### config.mk
export PLATFORM = sky130hd
export DESIGN_NAME = grid_energy_path_dp
export DESIGN_NICKNAME = d
export VERILOG_FILES = /design/src/design/gepd_pkg.sv /design/src/design/gepd_ram.sv /design/src/design/gepd_cell_calc.sv /design/src/design/grid_energy_path_dp.sv
export SDC_FILE = /design/constraint.sdc
export NUM_CORES = 2
export LEC_CHECK = 0
export BUFFER_PORTS_ARGS = -buffer_cell sky130_fd_sc_hd__buf_4
export CAP_MARGIN = 20
export CORE_MARGIN = 2
export CORE_UTILIZATION = 55
export DETAILED_ROUTE_END_ITERATION = 16
export PLACE_DENSITY = 0.82
export SLEW_MARGIN = 20
export SYNTH_ARGS = -nofsm -noshare
export SYNTH_HDL_FRONTEND = slang
export SYNTH_SLANG_ARGS = --single-unit
### constraint.sdc
create_clock -name clock -period 10 [get_ports clock]
set_input_delay 2 -clock clock [delete_from_list [all_inputs] [get_ports clock]]
set_output_delay 2 -clock clock [all_outputs]
set_load 0.02 [all_outputs]
### src/design/gepd_pkg.sv
`timescale 1ns / 1ps
// ----------------------------------------------------------------------------
// gepd_pkg
// Beat types and constants shared by the grid energy path datapath.
// ----------------------------------------------------------------------------
package gepd_pkg;

   localparam int ENERGY_W  = 32;
   localparam int GAIN_W    = 17;
   localparam int COST_W    = 16;
   localparam int SIDE_W    = 6;

   localparam logic [ENERGY_W-1:0] ENERGY_MAX = '1;
   localparam logic [SIDE_W-1:0]   SIDE_RESET = 6'd32;

   typedef struct packed {
      logic signed [GAIN_W-1:0] cell_gain;
      logic [COST_W-1:0]        cost_from_left;
      logic [COST_W-1:0]        cost_from_above;
   } req_type;

   typedef struct packed {
      logic [ENERGY_W-1:0] cell_energy;
      logic                reachable;
      logic                last_cell;
   } rsp_type;

   typedef struct packed {
      logic                valid;
      logic [ENERGY_W-1:0] energy;
   } cell_type;

   typedef struct packed {
      logic first_row;
      logic first_col;
   } pos_type;

endpackage

### src/design/gepd_ram.sv
`timescale 1ns / 1ps
// ----------------------------------------------------------------------------
// gepd_ram
// Generic single write, single read RAM with registered read data.
// ----------------------------------------------------------------------------
module gepd_ram #(
   parameter int WIDTH = 33,
   parameter int DEPTH = 32
) (
   input  logic                     clock,
   input  logic                     wr_en,
   input  logic [$clog2(DEPTH)-1:0] wr_addr,
   input  logic [WIDTH-1:0]         wr_data,
   input  logic                     rd_en,
   input  logic [$clog2(DEPTH)-1:0] rd_addr,
   output logic [WIDTH-1:0]         rd_data
);

   logic [WIDTH-1:0] mem [DEPTH];
   logic [WIDTH-1:0] rd_data_ff;

   always_ff @(posedge clock) begin
      if (wr_en) begin
         mem[wr_addr] <= wr_data;
      end
      if (rd_en) begin
         rd_data_ff <= mem[rd_addr];
      end
   end

   assign rd_data = rd_data_ff;

endmodule

### src/design/gepd_cell_calc.sv
`timescale 1ns / 1ps
// ----------------------------------------------------------------------------
// gepd_cell_calc
// Energy of one cell from its left and upper neighbours, saturating.
// ----------------------------------------------------------------------------
module gepd_cell_calc (
   input  gepd_pkg::req_type  item,
   input  gepd_pkg::pos_type  pos,
   input  gepd_pkg::cell_type left,
   input  gepd_pkg::cell_type above,
   output gepd_pkg::cell_type cur
);

   logic                              blocked;
   logic [gepd_pkg::COST_W-1:0]       gain;
   logic                              ok_left;
   logic                              ok_above;
   logic [gepd_pkg::ENERGY_W:0]       sum_left;
   logic [gepd_pkg::ENERGY_W:0]       sum_above;
   logic [gepd_pkg::ENERGY_W-1:0]     val_left;
   logic [gepd_pkg::ENERGY_W-1:0]     val_above;

   assign blocked = item.cell_gain[gepd_pkg::GAIN_W-1];
   assign gain    = item.cell_gain[gepd_pkg::COST_W-1:0];

   assign ok_left  = !pos.first_col && left.valid &&
                     (left.energy >= gepd_pkg::ENERGY_W'(item.cost_from_left));
   assign ok_above = !pos.first_row && above.valid &&
                     (above.energy >= gepd_pkg::ENERGY_W'(item.cost_from_above));

   assign sum_left  = {1'b0, left.energy - gepd_pkg::ENERGY_W'(item.cost_from_left)}
                      + (gepd_pkg::ENERGY_W + 1)'(gain);
   assign sum_above = {1'b0, above.energy - gepd_pkg::ENERGY_W'(item.cost_from_above)}
                      + (gepd_pkg::ENERGY_W + 1)'(gain);

   assign val_left  = sum_left[gepd_pkg::ENERGY_W] ? gepd_pkg::ENERGY_MAX
                                                   : sum_left[gepd_pkg::ENERGY_W-1:0];
   assign val_above = sum_above[gepd_pkg::ENERGY_W] ? gepd_pkg::ENERGY_MAX
                                                    : sum_above[gepd_pkg::ENERGY_W-1:0];

   always_comb begin
      cur.valid  = 1'b0;
      cur.energy = '0;
      if (!blocked) begin
         if (pos.first_row && pos.first_col) begin
            cur.valid  = 1'b1;
            cur.energy = gepd_pkg::ENERGY_W'(gain);
         end else if (ok_left && ok_above) begin
            cur.valid  = 1'b1;
            cur.energy = (val_above > val_left) ? val_above : val_left;
         end else if (ok_left) begin
            cur.valid  = 1'b1;
            cur.energy = val_left;
         end else if (ok_above) begin
            cur.valid  = 1'b1;
            cur.energy = val_above;
         end
      end
   end

endmodule

### src/design/grid_energy_path_dp.sv
`timescale 1ns / 1ps
// ----------------------------------------------------------------------------
// grid_energy_path_dp
// Best-energy path through a square grid, one cell per beat in row-major order.
//
// req_*: one beat per cell (gain, left edge cost, upper edge cost), taken
//   when req_valid is high and req_stall low.
// rsp_*: one beat per cell (energy, reachable, last cell flag), taken when
//   rsp_valid is high and rsp_stall low; the bottom-right cell carries the answer.
// csr_*: writes the grid side; a write restarts the grid at the top-left cell.
//   Write only while no cell is in flight.
// A request beat passes the input register, then the response register; one
// cell is taken every cycle while rsp_stall is low: the previous row sits in a
// RAM read at the cell's column as the request beat is taken, with a bypass when
// the cell just above was the beat before. If rsp_stall holds, one cell waits in
// the response register and one in the input register, then req_stall rises.
// Reset empties both registers, sets the side to 32 and the position to the
// top-left cell.
// ----------------------------------------------------------------------------
module grid_energy_path_dp #(
   parameter int MAX_SIDE = 32
) (
   input  logic                             clock,
   input  logic                             reset,
   input  logic                             req_valid,
   output logic                             req_stall,
   input  gepd_pkg::req_type                req_data,
   output logic                             rsp_valid,
   input  logic                             rsp_stall,
   output gepd_pkg::rsp_type                rsp_data,
   input  logic                             csr_valid,
   output logic                             csr_ready,
   input  logic [gepd_pkg::SIDE_W-1:0]      csr_data
);

   localparam int IDX_W = $clog2(MAX_SIDE);
   localparam int EFF_W = $clog2(MAX_SIDE + 1);

   logic [gepd_pkg::SIDE_W-1:0] side_ff;
   logic [EFF_W-1:0]            eff_side;
   logic [EFF_W-1:0]            side_m1;

   logic [IDX_W-1:0]            col_ff,  col_in;
   logic [IDX_W-1:0]            row_ff,  row_in;
   logic                        col_last;
   logic                        row_last;

   logic                        s1_valid_ff, s1_valid_in;
   gepd_pkg::req_type           s1_item_ff;
   gepd_pkg::pos_type           s1_pos_ff;
   logic                        s1_last_ff;
   logic [IDX_W-1:0]            s1_col_ff;
   logic                        fwd_ff;
   gepd_pkg::cell_type          fwd_val_ff;

   gepd_pkg::cell_type          left_ff;
   gepd_pkg::cell_type          above;
   gepd_pkg::cell_type          ram_rd;
   gepd_pkg::cell_type          cur;
   gepd_pkg::pos_type           pos_in;

   logic                        rsp_valid_ff, rsp_valid_in;
   gepd_pkg::rsp_type           rsp_ff;

   logic                        accept;
   logic                        advance;
   logic                        csr_write;

   // side in use
   always_comb begin
      if (side_ff == '0) begin
         eff_side = EFF_W'(1);
      end else if (32'(side_ff) > 32'(MAX_SIDE)) begin
         eff_side = EFF_W'(MAX_SIDE);
      end else begin
         eff_side = EFF_W'(side_ff);
      end
   end

   assign side_m1  = eff_side - EFF_W'(1);
   assign col_last = (EFF_W'(col_ff) == side_m1);
   assign row_last = (EFF_W'(row_ff) == side_m1);

   assign advance   = s1_valid_ff && (!rsp_valid_ff || !rsp_stall);
   assign req_stall = s1_valid_ff && !advance;
   assign accept    = req_valid && !req_stall;
   assign csr_ready = !s1_valid_ff;
   assign csr_write = csr_valid && csr_ready;

   assign pos_in.first_row = (row_ff == '0);
   assign pos_in.first_col = (col_ff == '0);

   // position of the next request beat
   always_comb begin
      col_in = col_ff;
      row_in = row_ff;
      if (csr_write) begin
         col_in = '0;
         row_in = '0;
      end else if (accept) begin
         if (col_last) begin
            col_in = '0;
            row_in = row_last ? '0 : row_ff + IDX_W'(1);
         end else begin
            col_in = col_ff + IDX_W'(1);
         end
      end
   end

   assign s1_valid_in  = accept || (s1_valid_ff && !advance);
   assign rsp_valid_in = advance || (rsp_valid_ff && rsp_stall);

   always_ff @(posedge clock) begin
      if (reset) begin
         side_ff       <= gepd_pkg::SIDE_RESET;
         col_ff        <= '0;
         row_ff        <= '0;
         s1_valid_ff   <= 1'b0;
         rsp_valid_ff  <= 1'b0;
         left_ff.valid <= 1'b0;
      end else begin
         col_ff       <= col_in;
         row_ff       <= row_in;
         s1_valid_ff  <= s1_valid_in;
         rsp_valid_ff <= rsp_valid_in;
         if (csr_write) begin
            side_ff       <= csr_data;
            left_ff.valid <= 1'b0;
         end else if (advance) begin
            left_ff.valid  <= cur.valid;
            left_ff.energy <= cur.energy;
         end
      end
   end

   always_ff @(posedge clock) begin
      if (accept) begin
         s1_item_ff <= req_data;
         s1_pos_ff  <= pos_in;
         s1_last_ff <= col_last && row_last;
         s1_col_ff  <= col_ff;
         fwd_ff     <= advance && (s1_col_ff == col_ff);
         fwd_val_ff <= cur;
      end
      if (advance) begin
         rsp_ff.cell_energy  <= cur.valid ? cur.energy : '0;
         rsp_ff.reachable    <= cur.valid;
         rsp_ff.last_cell    <= s1_last_ff;
      end
   end

   gepd_ram #(
      .WIDTH ($bits(gepd_pkg::cell_type)),
      .DEPTH (MAX_SIDE)
   ) u_row_ram (
      .clock   (clock),
      .wr_en   (advance),
      .wr_addr (s1_col_ff),
      .wr_data (cur),
      .rd_en   (accept),
      .rd_addr (col_ff),
      .rd_data (ram_rd)
   );

   assign above = fwd_ff ? fwd_val_ff : ram_rd;

   gepd_cell_calc u_calc (
      .item  (s1_item_ff),
      .pos   (s1_pos_ff),
      .left  (left_ff),
      .above (above),
      .cur   (cur)
   );

   assign rsp_valid = rsp_valid_ff;
   assign rsp_data  = rsp_ff;

endmodule

Word-level counts from Yosys, hierarchy flattened --
Memories as Yosys holds them, arrays and structs flattened. A register that Yosys moved wholly into a read port is not among the register bits. Index checks and enable logic that the tools add are counted. W data, S select, Z words.
Operators by class: reductions and logical operators 29, $add $sub $neg 7, magnitude comparators 4, multiplexer cells 15, equal/unequal tests 3, bitwise logic cells 2
Operator list (count):
- $mux W33 | 6
- $mux W32 | 3
- $add A32 B16 Y33 | 2
- $ge A32 B16 Y1 | 2
- $sub A32 B16 Y32 | 2
- $gt A32 B32 Y1 | 1
- $logic_and A1 B1 Y1 | 13
- $eq A5 B6 Y1 | 2
- $mux W6 | 2
- $add A5 B1 Y5 const B | 2
- $logic_not A5 Y1 | 2
- $mux W5 | 2
- $logic_not A1 Y1 | 7
- $gt A6 B6 Y1 const B | 1
- $logic_not A6 Y1 | 1
- $sub A6 B1 Y6 const B | 1
- $eq A5 B5 Y1 | 1
- $logic_or A1 B1 Y1 | 3
- $reduce_and A3 Y1 | 1
- $mux W1 | 2
- $not A1 Y1 | 2
- $reduce_and A2 Y1 | 1
- $reduce_or A2 Y1 | 1
Storage, ports and cells: register bits 176, memories kept 1, word-level logic and storage cells 81, output and inout bits 37, bits of input ports 60, bits in writable memories 1056
Memory list:
- u_row_ram.mem | words 32, bits a word 33, read ports 1, clocked after Yosys merged registers in 1, wr ports 1, RTL line gepd_ram.sv:19 | logic [WIDTH-1:0] mem [DEPTH];

Depth between registers and ports, before layout --
depth after elaboration 9, gate-level depth with buffers 38, depth with buffers taken out 31

Modules after synthesis --
A second synthesis with hierarchy kept.
Second synthesis, totals: cell total of the unflattened synthesis 3743, area, all modules 55634.6 sq um
Modules (own cells, without submodules):
- gepd_ram | area an instance 42144.2 sq um, times used 1, sequential area each 32701.4 sq um, cells each 2332
- gepd_cell_calc | area an instance 6895.4 sq um, times used 1, sequential area each 0.0 sq um, cells each 1028
- grid_energy_path_dp | area an instance 6595.1 sq um, times used 1, sequential area each 5094.9 sq um, cells each 383

Worst setup path before layout --
No wires, ideal clock.
path kind flip-flop to flip-flop, start point register fwd_ff, end point register fwd_val_ff[20] (netlist bit) (data pin), cell stages (with the launch flop) 36, period minus slack after synthesis 9623 ps, data arrival time 9115 ps, required time 9492 ps, setup time 508 ps, setup slack 377 ps, buffers on the path 6, path through edfxtp_1 -> buf_2 -> buf_2 -> buf_2 -> buf_2 -> buf_1 -> mux2i_1 -> ha_1 -> fa_1 -> nand2b_1 -> a21o_1 -> a211oi_1 -> nor2_1 -> nor3_1 -> nor2_1 -> xnor2_1 -> ha_1 -> nand2_1 -> or3_1 -> a211o_1 -> nand3_1 -> nand3_1 -> a211oi_1 -> nand2_1 -> nor4b_1 -> mux2i_1 -> ha_1 -> nand4_1 -> nor4_1 -> o21ai_0 -> a31oi_1 -> o21ai_0 -> a21oi_1 -> clkbuf_1 -> nor3_1 -> a311oi_1
RTL lines:
- start: declaration | RTL line grid_energy_path_dp.sv:53 | logic fwd_ff;
- start signal: assignment | RTL line grid_energy_path_dp.sv:142 | fwd_ff <= advance && (s1_col_ff == col_ff);
- end signal: assignment | RTL line grid_energy_path_dp.sv:143 | fwd_val_ff <= cur;
- end: declaration | RTL line grid_energy_path_dp.sv:54 | gepd_pkg::cell_type fwd_val_ff;

==> impl_metrics.ini <==
[place]
dp_worst_setup_slack_ns = 0.992
place.gp.congestion = 0.942
port_buffers = 96
dpl.cell_count = 4306
dp.final_hpwl_um = 83700

[cells_and_area]
syn_to_final_growth_pct = 12.4
nFillCells = 6461
drive_gt1_frac = 0.258
diodes = 0
instances_no_fill = 4518
fin_nets = 3303
fin_util = 0.622

[clock_tree]
hold_buffers = 0
ctsResizeCount = 0
cts_root_buffer = clkbuf_16
cts_setup_buffers = 0
cts_buffer_depth = 3
cts_tree = built
cts_sinks = 1265
cts.reportedPaths.clkPinSlew_ns = 0.07
cts_made_buffers = 116
cts.htree.levels = 3
clkLatencyLatePin_ns = 0.73

[drt]
drtPass1Iterations = 6
via_count = 31052
detail_route.wl_per_cell_um = 33.1
vias_per_cell = 6.87
drt_iter0_markers = 4559
postRouteAntennaNets = 0
drt-total-wl_um = 149000
drc_errors = 0

[timing]
maxSlewHeadroom = 0.267
clock.fmax_mhz = 109
hold_viol_final = 0
finalCritPeriodShare = 0.916
fin_ws_ns = 0.842
skew_ns = 0.0624
fin_crit_ns = 9.16
tightest_slew_ns = 1.10
setup_tns_ns = 0
slew_violations = 0
setup_viol = 0
rsz0062_at_grt = no

[worst_hold_path]
min_delay_worst_endpoint = rsp_data[0]
worstHoldStart = s1_last_ff
hold_depth = 0
hold_class = reg2reg

[critical_path]
worstReg2RegEnd = u_row_ram.mem[2][30]
worstReg2RegStart = fwd_ff
cp_num_buf_inv = 2
crit_path_end_kind = flop
cp-startpoint = fwd_ff
setup.worst_path.class = reg2reg
crit_slowest_cell = edfxtp_1
required_ns = 10.43
cp_max_fo = 34
cp_top_family = simple AND/OR/NAND/NOR gates
cpPeakStageDelay_ns = 0.77
rrSetupSlack_ns = 0.84
cp-start-kind = flop
crit_arrival_ns = 9.59
rr_worst_depth = 33

[synth]
synth-main-ff-cell = edfxtp_1
synth_warnings = 0
synth_area_mm2 = 0.0543
ys_types = 85
yosysTopAreaCellShare = 0.690
yosys.area.top_type = edfxtp_1
synth_area_leaders = edfxtp_1 69%, mux4_2 14%, ha_1 2.4%, xnor2_1 1.2%, mux2_2 1.1%
synth_edf_count = 1246
synth_async_sr_flop_share = 0
synth_nets = 3133
syn_inst = 2967
seq_area_frac_synth = 0.697
synth_seq_cells = 1265
avgSynthCellArea_um2 = 18.3

[global_routing]
grtUsageTotal = 0.295
grt_max_degree = 130
grt_pass1_wl_um = 215000
grt.overflow.total = 0
first_global_vias = 30807
antenna_found_initial = 7

[floorplanning]
start_util = 0.553
num_io_pins = 97
die_width_um = 318
die_area_mm2 = 0.101
rows = 115
coreArea_mm2 = 0.0981
die_y_um = 318

[run]
maxCapViolCount = 0

[power]
p_leak_nw = 20.3
ir_worst_vdd_mv = 0.157
power.total_w = 0.0115
power_density_mw_per_mm2 = 189

[run_status]
status = completed
## power breakdown
| part | switching, W | internal [W] |
|---|---|---|
| registers | 0.0000477 | 0.00586 |
| logic | 0.000715 | 0.000509 |
| clock network | 0.00199 | 0.00239 |
## how the worst max path moves through the flow
| stage | to | slack [ns] | cells after the start |
|---|---|---|---|
| 2_1_floorplan | fwd_val_ff[20] | 0.38 | 35 |
| 3_3_place_gp | u_row_ram.mem[6][2] | 1.12 | 32 |
| 3_5_place_dp | u_row_ram.mem[14][2] | 0.99 | 33 |
| 4_1_cts | u_row_ram.mem[27][2] | 0.97 | 32 |
| 5_1_grt | u_row_ram.mem[19][10] | 0.11 | 27 |
| 6_report | u_row_ram.mem[2][30] | 0.84 | 33 |
## Yosys cell counts, types with 15 or more instances
| cell | count |
|---|---|
| a211oi_1 | 25 |
| a21o_1 | 26 |
| a21oi_1 | 88 |
| a31oi_1 | 29 |
| buf_1 | 29 |
| buf_2 | 21 |
| clkbuf_1 | 76 |
| dfxtp_1 | 19 |
| edfxtp_1 | 1246 |
| ha_1 | 102 |
| inv_1 | 64 |
| mux2_2 | 52 |
| mux2i_1 | 23 |
| mux4_2 | 330 |
| nand2_1 | 94 |
| nand2b_1 | 16 |
| nand3_1 | 29 |
| nand4_1 | 34 |
| nor2_1 | 155 |
| nor2b_1 | 16 |
| nor3_1 | 45 |
| o211ai_1 | 15 |
| o21a_1 | 24 |
| o21ai_0 | 74 |
| o21bai_1 | 18 |
| or2_2 | 17 |
| or3_1 | 15 |
| xnor2_1 | 72 |
| xor2_1 | 46 |
## layout make-up
class / count / area (um^2) / share of cell area
clock buffers: 142 / 3020 / 0.0495
multi-input cells: 1509 / 16200 / 0.266
repair buffers: 181 / 1400 / 0.0229
well taps: 1287 / 1610 / 0.0264
flip-flops and latches: 1265 / 37800 / 0.620
clock inverters: 70 / 671 / 0.0110
inverters: 64 / 245 / 0.00402
## flip-flops by register name (all words and copies together) (netlist names)
| name | count |
|---|---|
| col_ff | 5 |
| fwd_ff | 1 |
| fwd_val_ff | 33 |
| left_ff | 33 |
| row_ff | 5 |
| rsp_data | 34 |
| rsp_valid | 1 |
| s1_col_ff | 5 |
| s1_item_ff | 49 |
| s1_last_ff | 1 |
| s1_pos_ff | 2 |
| s1_valid_ff | 1 |
| side_ff | 6 |
| u_row_ram.mem | 1056 |
| u_row_ram.rd_data | 33 |
## cells by family after synthesis
group           Yosys count  share of synthesized area
flops                  1265                      0.697
simple gates            497                     0.0460
mux                     405                      0.152
compound gates          383                     0.0471
buf+inv                 193                     0.0140
xor+xnor                118                     0.0191
fa+ha+maj               106                     0.0250
## placed cells by master, fill, tap and decap left out, types with 46 or more instances in the layout
cell type and instances:
xor2_1 46, mux4_2 330, inv_1 62, ha_1 102, o21ai_0 70, nand2_1 94, buf_4 178, edfxtp_1 1246
mux2_2 52, nor2_1 121, xnor2_1 72, a21oi_1 86, clkbuf_16 117
## per-stage QoR
step / instance area (um^2) / hold slack [ns]
6_report: 61000 / 0.435
5_1_grt: 61000 / 0.451
4_1_cts: 61000 / 0.434
3_5_place_dp: 57300 / 0.421
3_3_place_gp: 57300 / 0.405
2_1_floorplan: 54300 / 0.400
## per-layer routing
metal / vias up / wire length [um] / GRT usage
met5: - / 27 / 0
met4: 4 / 6860 / 0.119
li1: 12496 / - / -
met1: 15817 / 53100 / 0.386
met3: 436 / 15500 / 0.0559
met2: 2299 / 73900 / 0.492
Note: power is estimated with default switching activity, not from simulation.
